===== src/rtl/core/twevb_pkg.sv =====
package twevb_pkg;

  localparam int unsigned MaxGroupDefault = 1024;
  localparam int unsigned StampW = 64;
  localparam int unsigned CodeW = 15;
  localparam logic [CodeW-1:0] TypeMask = 15'h7fff;

  typedef enum logic [1:0] {
    KIND_COMPOSITE = 2'd0,
    KIND_PARAMS    = 2'd1,
    KIND_ABNORMAL  = 2'd2,
    KIND_UNUSED    = 2'd3
  } kind_e;

  typedef enum logic [1:0] {
    POLICY_FIRST = 2'd0,
    POLICY_LAST  = 2'd1,
    POLICY_AVG   = 2'd2,
    POLICY_RSVD  = 2'd3
  } policy_e;

  typedef enum logic [2:0] {
    REG_WINDOW     = 3'd0,
    REG_NO_BUILD   = 3'd1,
    REG_POLICY     = 3'd2,
    REG_SOURCE     = 3'd3,
    REG_EXPECT     = 3'd4,
    REG_BEGIN_CODE = 3'd5,
    REG_END_CODE   = 3'd6,
    REG_ABN_CODE   = 3'd7
  } reg_idx_e;

  typedef enum logic [2:0] {
    ST_IDLE,
    ST_DIV,
    ST_COMP,
    ST_EXTRA,
    ST_JOIN
  } state_e;

endpackage


===== src/rtl/core/timestamp_window_event_builder.sv =====
// Coincidence-window event builder.
// Input channel (in_valid_i / in_stall_o) carries one transaction per item header:
// action_i (0 data item, 1 end of input), item_type_i and item_stamp_i. The output
// channel (out_valid_o / out_stall_i) carries result records: composite headers,
// the parameters record and the abnormal end, each with last_of_run_o set on the
// final record caused by one input transaction. The user must write
// configuration through cfg_we_i / cfg_index_i / cfg_data_i only while the
// block is idle; the block itself does not enforce this. One item is handled
// at a time; in_stall_o is high from acceptance until the item is fully
// processed. An item that only joins a group passes through the join state;
// one that closes a group emits its composite first, after a restoring divider
// (one quotient bit per cycle) has formed the mean under the average policy.
// Reset clears the open group and run nesting, restores the register defaults
// and arms the parameters record. When the receiver stalls, the finished record
// holds in the output register and the sequencer waits before loading the next.
module timestamp_window_event_builder #(
  parameter int unsigned MAX_GROUP = twevb_pkg::MaxGroupDefault,
  localparam int unsigned CntW = $clog2(MAX_GROUP + 1)
) (
  input  logic                       clk_i,
  input  logic                       rst_ni,
  input  logic                       cfg_we_i,
  input  logic [2:0]                 cfg_index_i,
  input  logic [63:0]                cfg_data_i,
  input  logic                       in_valid_i,
  output logic                       in_stall_o,
  input  logic                       action_i,
  input  logic [15:0]                item_type_i,
  input  logic [63:0]                item_stamp_i,
  output logic                       out_valid_o,
  input  logic                       out_stall_i,
  output logic [1:0]                 record_kind_o,
  output logic [15:0]                record_type_o,
  output logic [63:0]                record_stamp_o,
  output logic [31:0]                record_source_o,
  output logic [CntW-1:0]            child_count_o,
  output logic [63:0]                param_window_o,
  output logic                       param_flag_o,
  output logic [1:0]                 param_policy_o,
  output logic                       last_of_run_o
);
  import twevb_pkg::*;

  localparam logic [CntW-1:0] MaxCnt = CntW'(MAX_GROUP);
  localparam int unsigned DivCntW = $clog2(StampW);

  // Configuration registers. A write to the expect_barrier register (REG_EXPECT)
  // is accepted and dropped.
  logic [63:0]      window_q;
  logic             no_build_q;
  logic [1:0]       policy_q;
  logic [31:0]      source_q;
  logic [CodeW-1:0] begin_code_q, end_code_q, abn_code_q;

  always_ff @(posedge clk_i or negedge rst_ni) begin
    if (!rst_ni) begin
      window_q     <= '0;
      no_build_q   <= 1'b0;
      policy_q     <= POLICY_FIRST;
      source_q     <= '0;
      begin_code_q <= CodeW'(1);
      end_code_q   <= CodeW'(2);
      abn_code_q   <= CodeW'(5);
    end else if (cfg_we_i) begin
      case (reg_idx_e'(cfg_index_i))
        REG_WINDOW:     window_q     <= cfg_data_i;
        REG_NO_BUILD:   no_build_q   <= cfg_data_i[0];
        REG_POLICY:     policy_q     <= cfg_data_i[1:0];
        REG_SOURCE:     source_q     <= cfg_data_i[31:0];
        REG_EXPECT:     ;
        REG_BEGIN_CODE: begin_code_q <= cfg_data_i[CodeW-1:0] & TypeMask;
        REG_END_CODE:   end_code_q   <= cfg_data_i[CodeW-1:0] & TypeMask;
        REG_ABN_CODE:   abn_code_q   <= cfg_data_i[CodeW-1:0] & TypeMask;
        default:        ;
      endcase
    end
  end

  // Control state.
  state_e             state_q, state_d;
  logic [CntW-1:0]    count_q, count_d;
  logic [15:0]        nest_q, nest_d;
  logic               armed_q, armed_d;
  logic               out_valid_q, out_valid_d;
  logic [DivCntW-1:0] div_cnt_q, div_cnt_d;

  // Latched item and its decisions.
  logic               act_q, act_d;
  logic [15:0]        itype_q, itype_d;
  logic [63:0]        istamp_q, istamp_d;
  logic               close_q, close_d;
  logic               params_q, params_d;

  // Group state and the divider datapath.
  logic [63:0]        first_q, first_d, last_q, last_d, sum_q, sum_d;
  logic [15:0]        gtype_q, gtype_d;
  logic [63:0]        quo_q, quo_d;
  logic [CntW-1:0]    rem_q, rem_d;

  // Output record register.
  logic [1:0]         kind_q, kind_d;
  logic [15:0]        rtype_q, rtype_d;
  logic [63:0]        rstamp_q, rstamp_d;
  logic [31:0]        rsrc_q, rsrc_d;
  logic [CntW-1:0]    rcnt_q, rcnt_d;
  logic [63:0]        pwin_q, pwin_d;
  logic               pflag_q, pflag_d;
  logic [1:0]         ppol_q, ppol_d;
  logic               rlast_q, rlast_d;

  logic               in_acc, slot_free, is_begin, open, win_over, type_diff, full;
  logic [63:0]        diff;
  logic [CntW:0]      rem_sh, rem_sub;
  logic [15:0]        nest_new;
  logic [CodeW-1:0]   low_type;
  logic               need_extra;

  assign in_acc    = in_valid_i && (state_q == ST_IDLE);
  assign slot_free = !out_valid_q || !out_stall_i;
  assign open      = (count_q != '0);
  assign is_begin  = (item_type_i == {1'b0, begin_code_q}) && armed_q;
  assign diff      = item_stamp_i - first_q;
  assign win_over  = open && (diff > window_q);
  assign type_diff = open && (gtype_q[14:0] != item_type_i[14:0]);
  assign full      = (count_q >= MaxCnt);

  // One restoring-division step: shift in the next dividend bit, try the count.
  assign rem_sh  = {rem_q, quo_q[63]};
  assign rem_sub = rem_sh - {1'b0, count_q};

  // Run nesting after the composite built from the open group.
  assign low_type = gtype_q[14:0];
  always_comb begin
    nest_new = nest_q;
    if (low_type == begin_code_q) nest_new = nest_new + 16'd1;
    if (low_type == end_code_q)   nest_new = nest_new - 16'd1;
    if (low_type == abn_code_q)   nest_new = '0;
  end

  assign need_extra = act_q ? (nest_new != '0) : params_q;

  always_comb begin
    state_d     = state_q;
    count_d     = count_q;
    nest_d      = nest_q;
    armed_d     = armed_q;
    out_valid_d = out_valid_q && out_stall_i;
    div_cnt_d   = div_cnt_q;
    act_d       = act_q;
    itype_d     = itype_q;
    istamp_d    = istamp_q;
    close_d     = close_q;
    params_d    = params_q;
    first_d     = first_q;
    last_d      = last_q;
    sum_d       = sum_q;
    gtype_d     = gtype_q;
    quo_d       = quo_q;
    rem_d       = rem_q;
    kind_d      = kind_q;
    rtype_d     = rtype_q;
    rstamp_d    = rstamp_q;
    rsrc_d      = rsrc_q;
    rcnt_d      = rcnt_q;
    pwin_d      = pwin_q;
    pflag_d     = pflag_q;
    ppol_d      = ppol_q;
    rlast_d     = rlast_q;

    case (state_q)
      ST_IDLE: begin
        if (in_acc) begin
          act_d    = action_i;
          itype_d  = item_type_i;
          istamp_d = item_stamp_i;
          if (action_i) begin
            close_d  = open;
            params_d = 1'b0;
          end else begin
            close_d  = open && (is_begin || no_build_q || win_over || type_diff || full);
            params_d = is_begin;
            if (is_begin) armed_d = 1'b0;
            if (item_type_i == {1'b0, end_code_q}) armed_d = 1'b1;
          end
          quo_d     = sum_q;
          rem_d     = '0;
          div_cnt_d = '0;
          if (action_i ? open : close_d) begin
            state_d = (policy_q == POLICY_AVG) ? ST_DIV : ST_COMP;
          end else if (action_i) begin
            state_d = (nest_q != '0) ? ST_EXTRA : ST_IDLE;
          end else begin
            state_d = is_begin ? ST_EXTRA : ST_JOIN;
          end
        end
      end
      ST_DIV: begin
        if (!rem_sub[CntW]) begin
          rem_d = rem_sub[CntW-1:0];
          quo_d = {quo_q[62:0], 1'b1};
        end else begin
          rem_d = rem_sh[CntW-1:0];
          quo_d = {quo_q[62:0], 1'b0};
        end
        div_cnt_d = div_cnt_q + DivCntW'(1);
        if (div_cnt_q == DivCntW'(StampW - 1)) state_d = ST_COMP;
      end
      ST_COMP: begin
        if (slot_free) begin
          out_valid_d = 1'b1;
          kind_d      = KIND_COMPOSITE;
          rtype_d     = {1'b1, gtype_q[14:0]};
          case (policy_q)
            POLICY_LAST: rstamp_d = last_q;
            POLICY_AVG:  rstamp_d = quo_q;
            default:     rstamp_d = first_q;
          endcase
          rsrc_d  = source_q;
          rcnt_d  = count_q;
          pwin_d  = '0;
          pflag_d = 1'b0;
          ppol_d  = '0;
          rlast_d = !need_extra;
          nest_d  = nest_new;
          count_d = '0;
          if (need_extra)  state_d = ST_EXTRA;
          else if (act_q)  state_d = ST_IDLE;
          else             state_d = ST_JOIN;
        end
      end
      ST_EXTRA: begin
        if (slot_free) begin
          out_valid_d = 1'b1;
          rstamp_d    = '0;
          rsrc_d      = '0;
          rcnt_d      = '0;
          rlast_d     = 1'b1;
          if (act_q) begin
            kind_d  = KIND_ABNORMAL;
            rtype_d = {1'b0, abn_code_q};
            pwin_d  = '0;
            pflag_d = 1'b0;
            ppol_d  = '0;
            state_d = ST_IDLE;
          end else begin
            kind_d  = KIND_PARAMS;
            rtype_d = '0;
            pwin_d  = window_q;
            pflag_d = no_build_q;
            ppol_d  = policy_q;
            state_d = ST_JOIN;
          end
        end
      end
      ST_JOIN: begin
        if (count_q == '0) begin
          first_d = istamp_q;
          sum_d   = istamp_q;
          gtype_d = itype_q;
        end else begin
          sum_d = sum_q + istamp_q;
        end
        last_d  = istamp_q;
        count_d = count_q + CntW'(1);
        state_d = ST_IDLE;
      end
      default: state_d = ST_IDLE;
    endcase
  end

  always_ff @(posedge clk_i or negedge rst_ni) begin
    if (!rst_ni) begin
      state_q     <= ST_IDLE;
      count_q     <= '0;
      nest_q      <= '0;
      armed_q     <= 1'b1;
      out_valid_q <= 1'b0;
      div_cnt_q   <= '0;
      first_q     <= '0;
      last_q      <= '0;
      sum_q       <= '0;
      gtype_q     <= '0;
    end else begin
      state_q     <= state_d;
      count_q     <= count_d;
      nest_q      <= nest_d;
      armed_q     <= armed_d;
      out_valid_q <= out_valid_d;
      div_cnt_q   <= div_cnt_d;
      first_q     <= first_d;
      last_q      <= last_d;
      sum_q       <= sum_d;
      gtype_q     <= gtype_d;
    end
  end

  always_ff @(posedge clk_i) begin
    act_q    <= act_d;
    itype_q  <= itype_d;
    istamp_q <= istamp_d;
    close_q  <= close_d;
    params_q <= params_d;
    quo_q    <= quo_d;
    rem_q    <= rem_d;
    kind_q   <= kind_d;
    rtype_q  <= rtype_d;
    rstamp_q <= rstamp_d;
    rsrc_q   <= rsrc_d;
    rcnt_q   <= rcnt_d;
    pwin_q   <= pwin_d;
    pflag_q  <= pflag_d;
    ppol_q   <= ppol_d;
    rlast_q  <= rlast_d;
  end

  assign in_stall_o      = (state_q != ST_IDLE);
  assign out_valid_o     = out_valid_q;
  assign record_kind_o   = kind_q;
  assign record_type_o   = rtype_q;
  assign record_stamp_o  = rstamp_q;
  assign record_source_o = rsrc_q;
  assign child_count_o   = rcnt_q;
  assign param_window_o  = pwin_q;
  assign param_flag_o    = pflag_q;
  assign param_policy_o  = ppol_q;
  assign last_of_run_o   = rlast_q;

endmodule


===== config.mk =====
export PLATFORM = sky130hd
export DESIGN_NAME = timestamp_window_event_builder
export DESIGN_NICKNAME = d
export VERILOG_FILES = /design/src/rtl/core/twevb_pkg.sv /design/src/rtl/core/timestamp_window_event_builder.sv
export SDC_FILE = /design/constraint.sdc
export NUM_CORES = 2
export LEC_CHECK = 0
export ABC_AREA = 0
export BUFFER_PORTS_ARGS = -buffer_cell sky130_fd_sc_hd__buf_2
export CAP_MARGIN = 0
export CORE_ASPECT_RATIO = 1.1
export CORE_MARGIN = 5
export CORE_UTILIZATION = 65
export CTS_BUF_LIST = sky130_fd_sc_hd__clkbuf_16
export DETAILED_ROUTE_END_ITERATION = 6
export PLACE_DENSITY = 0.86
export SLEW_MARGIN = 5
export SYNTH_ARGS = -nofsm -noshare
export SYNTH_HDL_FRONTEND = slang
export SYNTH_SLANG_ARGS = --single-unit
export TNS_END_PERCENT = 30

===== constraint.sdc =====
create_clock -name clk_i -period 37.4 [get_ports clk_i]
set_input_delay 1.87 -clock clk_i [delete_from_list [all_inputs] [get_ports clk_i]]
set_output_delay 1.87 -clock clk_i [all_outputs]
set_load 0.02 [all_outputs]

==> results.md <==
- CTS Buf Count: 76
- Distinct cell type count after synthesis: 84
- Seq pwr share: 0.342
- Post-Syn Instances: ~4k
- Synth top area share: 0.262
- Critical path launch point type: input pin
- DP Wirelength: between 80000 and 90000 µm
- Worst setup path endpoint: state_q[1]
- Min Tclk post-route: roughly 8.3 ns
- PD cells: 93.1 nW/µm²
- Measured slew at the worst slew-check pin: between 1 and 1.5 ns
- CTS Sinks: around 740
- Crit-path leading delay family: compound AO/OA/AOI/OAI gates
- CP max FO: 5
- Die H: around 270 µm
- Critical Path AT: 8.81 ns
- Vias: between 30k and 40k
- Synthesized Nets: approximately 4.4k
- Post-synth EDFFs: around 350
- Vias in the first global route: about 32k
- Worst setup EP type: register
- RR Startpoint: first_q[0]
- Grt ovf: 0
- MaxCap Viol Count: 0
- Clock share of power: 0.181
- Routed wire length: roughly 120000 µm
- Initial antenna violation count: 13
- Average cell area after synthesis: between 9 and 10 µm²
- Core footprint: just over 60000 µm²
- Pint: 2350 µW
- RSZ-0062 raised after global routing: no
- FMAX: ~120 MHz
- Outcome: complete, no violations
- Post-DR wirelength/cell: roughly 23 µm
- Final Skew: ~0.040 ns
- Critical Path RT: 37.88 ns
- Synth area leader: edfxtp_1
- Die width: between 200 and 250 µm
- Fin cells: around 5.1k
- Synth Flop Type: dfrtp_1
- Placed cell count: ~5.0k
- Leak: 0.0193 µW
- Max Root-Sink Buffers: 3
- FFs w/ async S/R, synth: 0.527
- Max incr delay on CP: ~0.56 ns
- Routability cong.: 0.986
- Initial Util: 0.655
- Worst setup path startpoint: item_stamp_i[0]
- Placed instance area: 42100 µm²
- Setup Fix Bufs, Post-CTS: 0
- Number of buffer and inverter stages on the critical path: 3
- H-tree depth: 3
- Most numerous cell in the Yosys netlist: nand2_1
- DRC: 0
- Logic gate share of total power: 0.477
- Num rows: 95
- Hold_buf cts: 0
- Antenna Nets Post-Route: 0
- Io pins: 348
- Cells on worst reg2reg path: 25
- Area Overhead vs Synth: 11.6%
- Final instance area: between 40000 and 50000 µm²
- Reg clk slew, reported paths: ~0.060 ns
- Worst R2R Setup Slack: 30.02 ns
- Fin nets: 4605
- WS Path Type: input pin to register
- Drt initial violations: 3493
- Fin crit share: 0.223
- Slowest stage cell on the critical path: a2111oi_0
- Setup violators final: 0
- IO buf count: about 350
- Ratio of cells with drive above 1 in the final layout: 0.147
- Crit path depth: 27
- Largest net degree at the start of global routing: 164
- Dominant cells by area after synthesis: edfxtp_1 26%, dfrtp_1 24%, nand2_1 6.8%
- Reg2Reg Capture Point: state_q[1]
- Global-route wire length before repair: between 150000 and 200000 µm
- Net Switching: 1810 µW
- Worst VDD drop: between 0.09 and 0.1 mV
- Mapped cell area: between 40000 and 50000 µm²
- Worst-Skew Late Latency: ~0.65 ns
- Die Footprint: ~67000 µm²
- Final number of max-transition violations: 0
- CTS resizes: 0
- Root buf cell: clkbuf_16
- Setup TNS: 0 ns
- Hold Violations, Final: 0
- Commonest cells in the netlist: 721 x nand2_1, 384 x dfrtp_1, 349 x edfxtp_1
- Yosys warns: 0
- Hold crit path type: register to register
- Via-to-Cell Ratio: around 6.3
- GR Util All Layers: 0.344
- DRT Pass-1 Iters: 7
- Seq/Total Area, Yosys: 0.505
- Synth Register Bits: 738
- TritonCTS clock tree: done
- Slew HR: 0.187
- Overall Power: between 4000 and 5000 µW
- Sw frac: 0.436
power groups by stage:
stage               Sequential [µW]  Combinational (µW)  Clock, µW
floorplan                      1490                1330          0
CTS                            1410                1960        757
detailed placement             1420                1930          0
global route                   1440                2180        795
global placement               1410                1880          0
finish                         1420                1980        753
worst min path at each step:
stage	start	to	cells past startpoint
finish	itype_q[6]	gtype_q[6]	1
global route	itype_q[7]	gtype_q[7]	1
CTS	itype_q[6]	gtype_q[6]	1
detailed placement	last_q[33]	last_q[33]	2
global placement	itype_q[12]	gtype_q[12]	1
floorplan	last_q[10]	last_q[10]	2
metrics by stage:
step | setup slack (ns) | hold WS [ns] | utilization
6_report | 29.07 | 0.475 | 0.731
5_1_grt | 28.45 | 0.491 | 0.730
4_1_cts | 29.06 | 0.476 | 0.730
3_5_place_dp | 28.41 | 0.463 | 0.690
3_3_place_gp | 28.56 | 0.455 | 0.690
2_1_floorplan | 23.66 | 0.446 | -
kinds of logic (layout without fill, tap and decap cells):
| group | Yosys count | after routing | share of synthesized area |
|---|---|---|---|
| AO/OA/AOI/OAI | 957 | 957 | 0.151 |
| XOR/XNOR | 235 | 235 | 0.0528 |
| adder cells (fa/ha/maj) | 212 | 212 | 0.0669 |
| buffers and inverters | 415 | 701 | 0.0409 |
| flip-flops | 738 | 738 | 0.505 |
| multiplexers | 112 | 112 | 0.0311 |
| other | 0 | 10 | 0 |
| AND/OR/NAND/NOR | 1349 | 1349 | 0.152 |
routing by layer:
layer  vias up  wire [µm]  global-route usage
met3       351      10600              0.0656
li1      14800          -                   -
met1     15600      44700               0.456
met2      1773      54100               0.540
met4         6       7000               0.188
met5         -         37                   0
flip-flops by register name (all words and copies together), names as in the netlist, 3 cells and up:
signal           cells
state_q              3
end_code_q          15
last_q              64
window_q            64
record_type_o       16
abn_code_q          15
child_count_o       11
record_source_o     32
record_stamp_o      64
nest_q              16
gtype_q             15
itype_q             15
div_cnt_q            6
source_q            32
istamp_q            64
param_window_o      64
quo_q               64
begin_code_q        15
count_q             11
first_q             64
sum_q               64
rem_q               11
cell usage in the layout (no fill, tap or decap), drive strengths merged, types with 31 or more instances in the layout:
cell type	instances
nand3	84
nand4	60
nand2	722
clkbuf	76
xnor2	144
nor3	100
a211oi	79
and2	47
dfrtp	384
inv	207
a21oi	233
ha	209
nor2	181
a21o	100
a221oi	69
o21ai	292
mux2	98
edfxtp	349
a31oi	31
xor2	91
clkinv	34
buf	372
area by class of cell:
type,count,area (µm²)
Sequential cell,738,20200
Multi-Input combinational cell,2865,18200
Fill cell,4392,16500
Timing Repair Buffer,372,1960
Clock buffer,76,1900
Tap cell,824,1030
Inverter,187,704
Clock inverter,66,562
Antenna cell,10,25.0
Note: power is estimated with default switching activity, not from simulation.
